**src/lsmb_pkg.sv**
```systemverilog
`default_nettype none

package lsmb_pkg;

    // field widths
    localparam int LUX_W   = 32;
    localparam int OFF_W   = 15;
    localparam int MAG_W   = 16;
    localparam int HALF_W  = 5;
    localparam int ROM_W   = 17;
    localparam int FRAC_W  = 16;
    localparam int LOG_W   = 22;
    localparam int CTERM_W = 26;
    localparam int MAG20_W = 28;
    localparam int CFG_AW  = 1;

    // configuration register indexes
    localparam logic [CFG_AW-1:0] CFG_OFFSET  = 1'b0;
    localparam logic [CFG_AW-1:0] CFG_MIN_LUX = 1'b1;

    // magnitude constants, Q20
    localparam logic signed [MAG20_W-1:0] MAG_K_Q20 = 28'sd22664403;
    localparam logic [19:0]               MAG_C_Q20 = 20'd789132;

    // half-bortle thresholds, Q10, brightest rung last
    localparam int LADDER_N = 16;
    localparam logic [MAG_W-1:0] LADDER_Q10 [LADDER_N] = '{
        16'd22522, 16'd22517, 16'd22466, 16'd22415, 16'd22312, 16'd22210,
        16'd21760, 16'd20981, 16'd20480, 16'd19968, 16'd19681, 16'd19394,
        16'd19107, 16'd18821, 16'd18595, 16'd18370
    };
    localparam logic [HALF_W-1:0] HALF_DARKEST  = 5'd2;
    localparam logic [HALF_W-1:0] HALF_BRIGHTEST = 5'd18;

    // leading-one position and normalised fraction
    typedef struct packed {
        logic [4:0]       e;
        logic [LUX_W-1:0] f;
    } t_lod;

endpackage

`default_nettype wire

```
**src/lsmb_lod.sv**
```systemverilog
`default_nettype none

module lsmb_lod (
    input  wire logic [lsmb_pkg::LUX_W-1:0] i_value,
    output lsmb_pkg::t_lod                  o_lod
);

    logic [4:0]                   n_pos;
    logic [lsmb_pkg::LUX_W-1:0]   n_shifted;

    // priority encoder, highest set bit wins
    always_comb begin
        n_pos = 5'd0;
        for (int i = 0; i < lsmb_pkg::LUX_W; i++) begin
            if (i_value[i]) begin
                n_pos = 5'(i);
            end
        end
    end

    // move the leading one to the top and drop it
    assign n_shifted = i_value << (5'd31 - n_pos);
    assign o_lod.e   = n_pos;
    assign o_lod.f   = {n_shifted[lsmb_pkg::LUX_W-2:0], 1'b0};

endmodule

`default_nettype wire

```
**src/lsmb_log_rom.sv**
```systemverilog
`default_nettype none

module lsmb_log_rom #(
    parameter int LOG_TABLE_ENTRIES = 64
) (
    input  wire logic [$clog2(LOG_TABLE_ENTRIES)-1:0] i_idx,
    output logic [lsmb_pkg::ROM_W-1:0]                o_lo,
    output logic [lsmb_pkg::ROM_W-1:0]                o_diff
);

    localparam int RomAw = $clog2(LOG_TABLE_ENTRIES + 1);

    // fraction bits of log2(1 + i/n) by repeated squaring in Q2.30
    function automatic logic [lsmb_pkg::ROM_W-1:0] rom_entry(input int unsigned i);
        logic [63:0] x;
        logic [15:0] acc;
        x   = (64'd1 << 30) + ((64'(i) << 30) / 64'(LOG_TABLE_ENTRIES));
        acc = 16'd0;
        for (int b = 0; b < 16; b++) begin
            x   = (x * x) >> 30;
            acc = {acc[14:0], 1'b0};
            if (x >= (64'd2 << 30)) begin
                acc[0] = 1'b1;
                x      = x >> 1;
            end
        end
        if (i == LOG_TABLE_ENTRIES) begin
            rom_entry = 17'h10000;
        end else begin
            rom_entry = {1'b0, acc};
        end
    endfunction

    logic [lsmb_pkg::ROM_W-1:0] w_rom [LOG_TABLE_ENTRIES+1];
    logic [RomAw-1:0]           n_lo_addr;
    logic [RomAw-1:0]           n_hi_addr;
    logic [lsmb_pkg::ROM_W-1:0] n_hi;

    // constant table, one entry past the end for the upper segment point
    for (genvar g = 0; g <= LOG_TABLE_ENTRIES; g++) begin : g_rom
        assign w_rom[g] = rom_entry(g);
    end

    assign n_lo_addr = RomAw'(i_idx);
    assign n_hi_addr = n_lo_addr + RomAw'(1);
    assign o_lo      = w_rom[n_lo_addr];
    assign n_hi      = w_rom[n_hi_addr];
    assign o_diff    = n_hi - o_lo;

endmodule

`default_nettype wire

```
**src/lsmb_mag_calc.sv**
```systemverilog
`default_nettype none

module lsmb_mag_calc (
    input  wire logic [lsmb_pkg::CTERM_W-1:0]     i_cterm,
    input  wire logic signed [lsmb_pkg::OFF_W-1:0] i_offset,
    output logic [lsmb_pkg::MAG_W-1:0]             o_mag
);

    logic signed [lsmb_pkg::MAG20_W-1:0] n_off;
    logic signed [lsmb_pkg::MAG20_W-1:0] n_mag20;
    logic [lsmb_pkg::MAG20_W-2:0]        n_rnd;
    logic [lsmb_pkg::MAG_W:0]            n_q10;

    // offset in Q20, sign extended
    assign n_off   = {{3{i_offset[lsmb_pkg::OFF_W-1]}}, i_offset, 10'b0};
    assign n_mag20 = lsmb_pkg::MAG_K_Q20 - $signed({2'b00, i_cterm}) + n_off;

    // round to Q10
    assign n_rnd = n_mag20[lsmb_pkg::MAG20_W-2:0] + 27'd512;
    assign n_q10 = n_rnd[lsmb_pkg::MAG20_W-2:10];

    // clamp at zero, saturate at the top of the range
    always_comb begin
        priority if (n_mag20[lsmb_pkg::MAG20_W-1]) begin
            o_mag = '0;
        end else if (n_q10[lsmb_pkg::MAG_W]) begin
            o_mag = '1;
        end else begin
            o_mag = n_q10[lsmb_pkg::MAG_W-1:0];
        end
    end

endmodule

`default_nettype wire

```
**src/lsmb_bortle.sv**
```systemverilog
`default_nettype none

module lsmb_bortle (
    input  wire logic [lsmb_pkg::MAG_W-1:0] i_mag,
    output logic [lsmb_pkg::HALF_W-1:0]     o_half
);

    // first rung the magnitude clears, darkest rung first
    always_comb begin
        o_half = lsmb_pkg::HALF_BRIGHTEST;
        for (int k = lsmb_pkg::LADDER_N - 1; k >= 0; k--) begin
            if (i_mag > lsmb_pkg::LADDER_Q10[k]) begin
                o_half = lsmb_pkg::HALF_DARKEST + 5'(k);
            end
        end
    end

endmodule

`default_nettype wire

```
**src/lux_to_sky_magnitude_and_bortle.sv**
```systemverilog
// channel   dir  bits   contents
// s_axis    in   tdata  [31:0] lux_average
//                tuser  [0] average_ready
// m_axis    out  tdata  [15:0] sky_magnitude, [20:16] bortle_half_steps, rest zero
//                tuser  [0] magnitude_valid, [1] bortle_valid
// cfg       in   i_cfg_we, i_cfg_addr (0 offset, 1 min lux), i_cfg_data
//
// one request per cycle sustained while the output is not stalled
// seven register stages: input, leading-one detect, segment multiply, table read,
// interpolation, scale multiply, magnitude and ladder into the output register
// every stage holds its own valid bit, so bubbles fill while the output is stalled
// reset (synchronous, active low) empties the pipe and clears both registers
`default_nettype none

module lux_to_sky_magnitude_and_bortle #(
    parameter int LOG_TABLE_ENTRIES = 64
) (
    input  wire logic        i_clk,
    input  wire logic        i_rst_n,
    input  wire logic        s_axis_tvalid,
    output logic             s_axis_tready,
    input  wire logic [31:0] s_axis_tdata,   // [31:0] lux_average
    input  wire logic [0:0]  s_axis_tuser,   // [0] average_ready
    output logic             m_axis_tvalid,
    input  wire logic        m_axis_tready,
    output logic [23:0]      m_axis_tdata,   // [15:0] sky_magnitude, [20:16] bortle_half_steps
    output logic [1:0]       m_axis_tuser,   // [0] magnitude_valid, [1] bortle_valid
    input  wire logic        i_cfg_we,
    input  wire logic [lsmb_pkg::CFG_AW-1:0] i_cfg_addr,
    input  wire logic [31:0] i_cfg_data
);

    localparam int IdxW   = $clog2(LOG_TABLE_ENTRIES);
    localparam int NW     = $clog2(LOG_TABLE_ENTRIES + 1);
    localparam int SW     = lsmb_pkg::LUX_W + NW;
    localparam int NStage = 7;

    // configuration
    logic signed [lsmb_pkg::OFF_W-1:0] r_offset;
    logic [lsmb_pkg::LUX_W-1:0]        r_min_lux;

    always_ff @(posedge i_clk) begin
        if (!i_rst_n) begin
            r_offset  <= '0;
            r_min_lux <= '0;
        end else if (i_cfg_we) begin
            unique case (i_cfg_addr)
                lsmb_pkg::CFG_OFFSET:  r_offset  <= i_cfg_data[lsmb_pkg::OFF_W-1:0];
                lsmb_pkg::CFG_MIN_LUX: r_min_lux <= i_cfg_data;
                default: ;
            endcase
        end
    end

    // per-stage flow control
    logic [NStage-1:0] r_vld;
    logic [NStage-1:0] n_en;

    always_comb begin
        n_en[NStage-1] = !r_vld[NStage-1] || m_axis_tready;
        for (int k = NStage - 2; k >= 0; k--) begin
            n_en[k] = !r_vld[k] || n_en[k+1];
        end
    end

    always_ff @(posedge i_clk) begin
        if (!i_rst_n) begin
            r_vld <= '0;
        end else begin
            if (n_en[0]) begin
                r_vld[0] <= s_axis_tvalid;
            end
            for (int k = 1; k < NStage; k++) begin
                if (n_en[k]) begin
                    r_vld[k] <= r_vld[k-1];
                end
            end
        end
    end

    assign s_axis_tready = n_en[0];

    // stage 0: input register
    logic [lsmb_pkg::LUX_W-1:0] r_lux;
    logic                       r_rdy;

    always_ff @(posedge i_clk) begin
        if (n_en[0]) begin
            r_lux <= s_axis_tdata;
            r_rdy <= s_axis_tuser[0];
        end
    end

    // stage 1: validity and leading-one detect
    lsmb_pkg::t_lod             n_lod;
    logic                       r1_ok;
    logic [4:0]                 r1_e;
    logic [lsmb_pkg::LUX_W-1:0] r1_f;

    lsmb_lod u_lod (
        .i_value (r_lux),
        .o_lod   (n_lod)
    );

    always_ff @(posedge i_clk) begin
        if (n_en[1]) begin
            r1_ok <= r_rdy && (r_lux > r_min_lux);
            r1_e  <= n_lod.e;
            r1_f  <= n_lod.f;
        end
    end

    // stage 2: fraction times segment count
    logic [SW-1:0]                 n_s;
    logic                          r2_ok;
    logic [4:0]                    r2_e;
    logic [lsmb_pkg::LUX_W+IdxW-1:0] r2_s;

    assign n_s = SW'(r1_f) * SW'(LOG_TABLE_ENTRIES);

    always_ff @(posedge i_clk) begin
        if (n_en[2]) begin
            r2_ok <= r1_ok;
            r2_e  <= r1_e;
            r2_s  <= n_s[lsmb_pkg::LUX_W+IdxW-1:0];
        end
    end

    // stage 3: table read
    logic [lsmb_pkg::ROM_W-1:0]  n_lo;
    logic [lsmb_pkg::ROM_W-1:0]  n_diff;
    logic                        r3_ok;
    logic [4:0]                  r3_e;
    logic [lsmb_pkg::ROM_W-1:0]  r3_lo;
    logic [lsmb_pkg::ROM_W-1:0]  r3_diff;
    logic [lsmb_pkg::FRAC_W-1:0] r3_w;

    lsmb_log_rom #(
        .LOG_TABLE_ENTRIES (LOG_TABLE_ENTRIES)
    ) u_rom (
        .i_idx  (r2_s[lsmb_pkg::LUX_W+IdxW-1:lsmb_pkg::LUX_W]),
        .o_lo   (n_lo),
        .o_diff (n_diff)
    );

    always_ff @(posedge i_clk) begin
        if (n_en[3]) begin
            r3_ok   <= r2_ok;
            r3_e    <= r2_e;
            r3_lo   <= n_lo;
            r3_diff <= n_diff;
            r3_w    <= r2_s[31:16];
        end
    end

    // stage 4: linear interpolation into log2, Q16
    logic [lsmb_pkg::ROM_W+lsmb_pkg::FRAC_W-1:0] n_iprod;
    logic [lsmb_pkg::LOG_W-1:0]                  n_log;
    logic                                        r4_ok;
    logic [lsmb_pkg::LOG_W-1:0]                  r4_log;

    assign n_iprod = 33'(r3_diff) * 33'(r3_w);
    assign n_log   = lsmb_pkg::LOG_W'({r3_e, 16'b0}) + lsmb_pkg::LOG_W'(r3_lo)
                   + lsmb_pkg::LOG_W'(n_iprod[32:16]);

    always_ff @(posedge i_clk) begin
        if (n_en[4]) begin
            r4_ok  <= r3_ok;
            r4_log <= n_log;
        end
    end

    // stage 5: scale by 2.5*log10(2)
    logic [41:0]                  n_cprod;
    logic                         r5_ok;
    logic [lsmb_pkg::CTERM_W-1:0] r5_t;

    assign n_cprod = 42'(r4_log) * 42'(lsmb_pkg::MAG_C_Q20);

    always_ff @(posedge i_clk) begin
        if (n_en[5]) begin
            r5_ok <= r4_ok;
            r5_t  <= n_cprod[41:16];
        end
    end

    // stage 6: magnitude, ladder and output register
    logic [lsmb_pkg::MAG_W-1:0]  n_mag;
    logic [lsmb_pkg::HALF_W-1:0] n_half;
    logic [lsmb_pkg::MAG_W-1:0]  r6_mag;
    logic [lsmb_pkg::HALF_W-1:0] r6_half;
    logic                        r6_ok;

    lsmb_mag_calc u_mag (
        .i_cterm  (r5_t),
        .i_offset (r_offset),
        .o_mag    (n_mag)
    );

    lsmb_bortle u_bortle (
        .i_mag  (n_mag),
        .o_half (n_half)
    );

    always_ff @(posedge i_clk) begin
        if (n_en[6]) begin
            r6_ok   <= r5_ok;
            r6_mag  <= r5_ok ? n_mag : '0;
            r6_half <= r5_ok ? n_half : '0;
        end
    end

    assign m_axis_tvalid = r_vld[NStage-1];
    assign m_axis_tdata  = {3'b000, r6_half, r6_mag};
    assign m_axis_tuser  = {r6_ok, r6_ok};

endmodule

`default_nettype wire

```
**config.mk**
```make
export PLATFORM = sky130hd
export DESIGN_NAME = lux_to_sky_magnitude_and_bortle
export DESIGN_NICKNAME = d
export VERILOG_FILES = /design/src/lsmb_pkg.sv /design/src/lsmb_lod.sv /design/src/lsmb_log_rom.sv /design/src/lsmb_mag_calc.sv /design/src/lsmb_bortle.sv /design/src/lux_to_sky_magnitude_and_bortle.sv
export SDC_FILE = /design/constraint.sdc
export NUM_CORES = 2
export LEC_CHECK = 0
export BUFFER_PORTS_ARGS = -buffer_cell sky130_fd_sc_hd__clkbuf_2
export CORE_MARGIN = 8
export CORE_UTILIZATION = 40
export CTS_CLUSTER_DIAMETER = 80
export CTS_CLUSTER_SIZE = 40
export DETAILED_ROUTE_END_ITERATION = 10
export PLACE_DENSITY = 0.53
export SKIP_CTS_REPAIR_TIMING = 1
export SLEW_MARGIN = 30
export SYNTH_ARGS = -nofsm -noshare
export SYNTH_HDL_FRONTEND = slang
export SYNTH_HIERARCHICAL = 1
export SYNTH_SLANG_ARGS = --single-unit
```
**constraint.sdc**
```tcl
create_clock -name i_clk -period 14.4 [get_ports i_clk]
set_clock_uncertainty 0.05 [all_clocks]
set_input_delay 0.72 -clock i_clk [delete_from_list [all_inputs] [get_ports i_clk]]
set_output_delay 0.72 -clock i_clk [all_outputs]
set_load 0.05 [all_outputs]
```
# After elaboration in Yosys (flattened, before gate mapping)
# Memories as Yosys holds them, arrays and structs flattened.
# Index checks and enable logic that the tools add are counted.
# totals
reg_bits,289
mem_bits_ro,4352
output_inout_bits,28
elab_cells,143
mem_count,2
# memory_table
memory,words,width,read_ports,rd_ports_with_merged_regs,wr,line,text
(no name shown),128,17,1,0,0,lsmb_log_rom.sv:46,assign o_lo = w_rom[n_lo_addr];
(no name shown),128,17,1,0,0,lsmb_log_rom.sv:47,assign n_hi = w_rom[n_hi_addr];
# classes
add_sub_neg,8
mul,2
order_cmp,19
shift,1
muxes,53
n_bitwise,4
reduce_logical,21
# ops
operator,count
> comparator 16 x 15 -> 1 bit (second input constant),16
two-way mux 5 bit,16
two-way mux 17 bit,4
two-way mux 4 bit,16
multiplier 22 x 18 -> 40 bit (second input constant),1
multiplier 17 x 16 -> 33 bit,1
> comparator 32 bit,1
two-way mux 16 bit,2
left shift 32 x 5 -> 31 bit,1
adder 27 x 25 -> 28 bit,1
adder 27 x 10 -> 27 bit (second input constant),1
subtractor 25 x 26 -> 27 bit (first input constant),1
two-way mux 3 bit,8
adder 21 x 17 -> 22 bit,1
adder 22 x 17 -> 22 bit,1
subtractor 17 bit,1
>= comparator 8 bit (second input constant),2
OR reduction 15 bit,1
two-way mux 2 bit,6
inverter 6 -> 8 bit,1
inverter 7 -> 8 bit,1
adder 6 x 1 -> 7 bit (second input constant),1
logical NOT 1 bit,7
logical OR 1 bit,7
8 further kinds,10

# Logic depth before layout (Yosys ltp)
# logic_depth
word_depth,33
depth_mapped,34
ltp_nobuf,33

# By module
# Netlist, hierarchy kept.
# by_module_without_submodules
mod,n_inst,cells_per_inst,area_per_inst_um2,seq_area_each_um2
lux_to_sky_magnitude_and_bortle,1,2327,24786.3,7597.3
lsmb_log_rom,1,682,4270.3,0.0
lsmb_mag_calc,1,249,1966.9,0.0
lsmb_lod,1,239,1707.9,0.0
lsmb_bortle,1,113,783.3,0.0

# Worst setup path before layout
# Ideal clock, no wire load.
# synth_timing
path_kind,register to register
startpoint,register r3_w[9] (netlist bit)
endpoint,register r4_log[17] (netlist bit) (data pin)
setup_ps,258
t_arrival_ps,7658
t_required_ps,14092
setup_slack_ps,6434
path_stages_with_launch,33
period_less_slack_ps,7966
path_cell_list,edfxtp_1 clkbuf_1 clkbuf_1 nand2_1 fa_1 inv_1 fa_1 inv_1 fa_1 inv_1 fa_1 fa_1 inv_1 fa_1 inv_1 ha_1 a21o_1 a21o_1 a21o_1 o41a_1 a21oi_2 o21ai_1 xor2_1 ha_1 ha_1 a21oi_1 o21bai_1 a21o_1 a21o_1 a31oi_1 o21ai_0 a21oi_1 xnor2_1
# synth_between
elab_chain_cells,2
# synth_lines
item,line,text
"start, declared",lux_to_sky_magnitude_and_bortle.sv:136,logic [lsmb_pkg::FRAC_W-1:0] r3_w;
"start signal, assigned",lux_to_sky_magnitude_and_bortle.sv:152,r3_w <= r2_s[31:16];
multiplier 17 x 16 -> 33 bit,lux_to_sky_magnitude_and_bortle.sv:162,assign n_iprod = 33'(r3_diff) * 33'(r3_w);
adder 22 x 17 -> 22 bit,lux_to_sky_magnitude_and_bortle.sv:164,+ lsmb_pkg::LOG_W'(n_iprod[32:16]);
via n_log (one bit),lux_to_sky_magnitude_and_bortle.sv:158,logic [lsmb_pkg::LOG_W-1:0] n_log;
"end signal, assigned",lux_to_sky_magnitude_and_bortle.sv:169,r4_log <= n_log;
"end, declared",lux_to_sky_magnitude_and_bortle.sv:160,logic [lsmb_pkg::LOG_W-1:0] r4_log;
# The timed path passes the listed nets, and every way through them passes these cells.
# A chain may end at the register's enable or synchronous reset.

# Worst setup path in the final report
# layout_timing
startpoint,register r3_w[9] (netlist bit)
endpoint,register r4_log[20] (netlist bit) (data pin)
# Same word-level chain as after synthesis.

==> out/results.tsv <==
metric	value	unit
crit end category	flip-flop	
Initial DRT Pass Iterations	6	
DR WL met3	3559	um
setup slack after layout	5.821	ns
Root Driver	clkbuf_16	
worst-margin pin slew	1.038	ns
startpoint types	flip-flop	
CP Data Arrival Time	8.90	ns
RSZ-0062 raised after global routing	no	
gr usage total	18.60	%
Crit Path Class	reg2reg	
initial antenna violation count	0	
vias in the first global route	25250	
worst slew margin relative to its limit	30.47	%
clk sink count	269	
# nets final	4345	
Max Fclk	116.6	MHz
First DRT Iteration DRCs	1821	
Setup violations, final	0	
wirelength, routed	87810	um
clock latency on the worst-skew pair	0.60	ns
most frequent cells in the layout	506 x inv_1, 404 x ha_1, 369 x nand2_1, 287 x fa_1, 215 x edfxtp_1	
CTS tree	yes	
Top cell by count, worst path	fa_1	
Overflow after GRT	0	
Yosys Warn Count	6	
routed vias	25320	
Site Rows	106	
Die ar.	92920	um^2
first-pass GRT wire length	141500	um
antenna cells	0	
cell family with most CP delay	adder cells	
post-route antenna net violation count	0	
clk slew on worst S/H paths	0.10	ns
Max clock buf depth	3	
slowest stage delay, CP	0.77	ns
proportion of layout cells with a drive suffix above 1	7.863	%
initial core utilization	40.13	%
crit path max fanout	17	
largest net degree at the start of global routing	68	
area of the multi-input gates	23130	um^2
DP Worst Slack	5.827	ns
placed instance area	34620	um^2
PortBufs	95	
drt drc	0	
IO Pins	99	
Fin. Hold Viols	0	
die height	304.8	um
routed len/inst	18.77	um
die width	304.8	um
setup TNS	0	ns
top routing layer used	met4	
Post-Syn Instances	3592	
met2 wire len	39700	um
crit path buf inv count	5	
Final Cell Area	35620	um^2
max-cap violations	0	
synthesized area per cell	9.290	um^2
CP max-delay cell	edfxtp_1	
Tcrit/Tclk final	59.58	%
total CTS buffers	23	
Sequential Area	7537	um^2
HP Class	in2reg	
most common cell after layout, fill and taps aside	inv_1	
Layout area overhead	6.734	%
WL met1	41200	um
RePlAce Congestion	0.8989	
Fillers	8176	
Via density	5.411	
crit path time final	8.579	ns
Finished Core Util	42.83	%
synthesized area	33370	um^2
H-tree levels	1	
Slew Limit Fails	0	
Post-DP HPWL	69450	um
Worst Path Required	14.72	ns
Core Region	83160	um^2
status	complete, no violations	
## worst paths after layout
check	from	to	slack [ns]	depth (start not counted)
setup / recovery	r3_w[9]	r4_log[20]	5.82	30
hold reg to reg	r1_f[27]	r2_s[33]	0.36	0
hold / removal	s_axis_tdata[4]	r_lux[4]	0.23	1
setup reg to reg	r3_w[9]	r4_log[20]	5.82	30
## final cells by class
cell class / instances / share of cell area, %
multi-input cells: 2651 / 64.94
clock buffers: 23 / 1.616
clock inverters: 19 / 1.156
flip-flops and latches: 269 / 21.16
repair buffers: 123 / 1.918
well taps: 1080 / 3.794
inverters: 514 / 5.417
## sequential cells by signal, summed over array words and instances, names as in the netlist, 15 cells and up
signal	cells
r3_lo	17
r3_diff	17
r_offset	15
r4_log	22
r5_t	24
r_lux	32
r3_w	16
r_min_lux	32
r2_s	22
r6_mag	16
r1_f	22
## stage by stage
stage,hold slack [ns],cells
2_1_floorplan,0.3503,3594
3_3_place_gp,0.3515,4636
3_5_place_dp,0.3545,4636
4_1_cts,0.1897,4678
5_1_grt,0.1886,4679
6_report,0.2327,4679
## per-layer routing
metal	track usage (%)	vias to the layer above
met5	0	-
met4	6.543	0
met3	1.401	130
met2	29.82	581
met1	26.38	12330
li1	-	12270
Power is not shown: default switching activity piles up to over one toggle a cycle in this logic, so the estimate is an artifact.
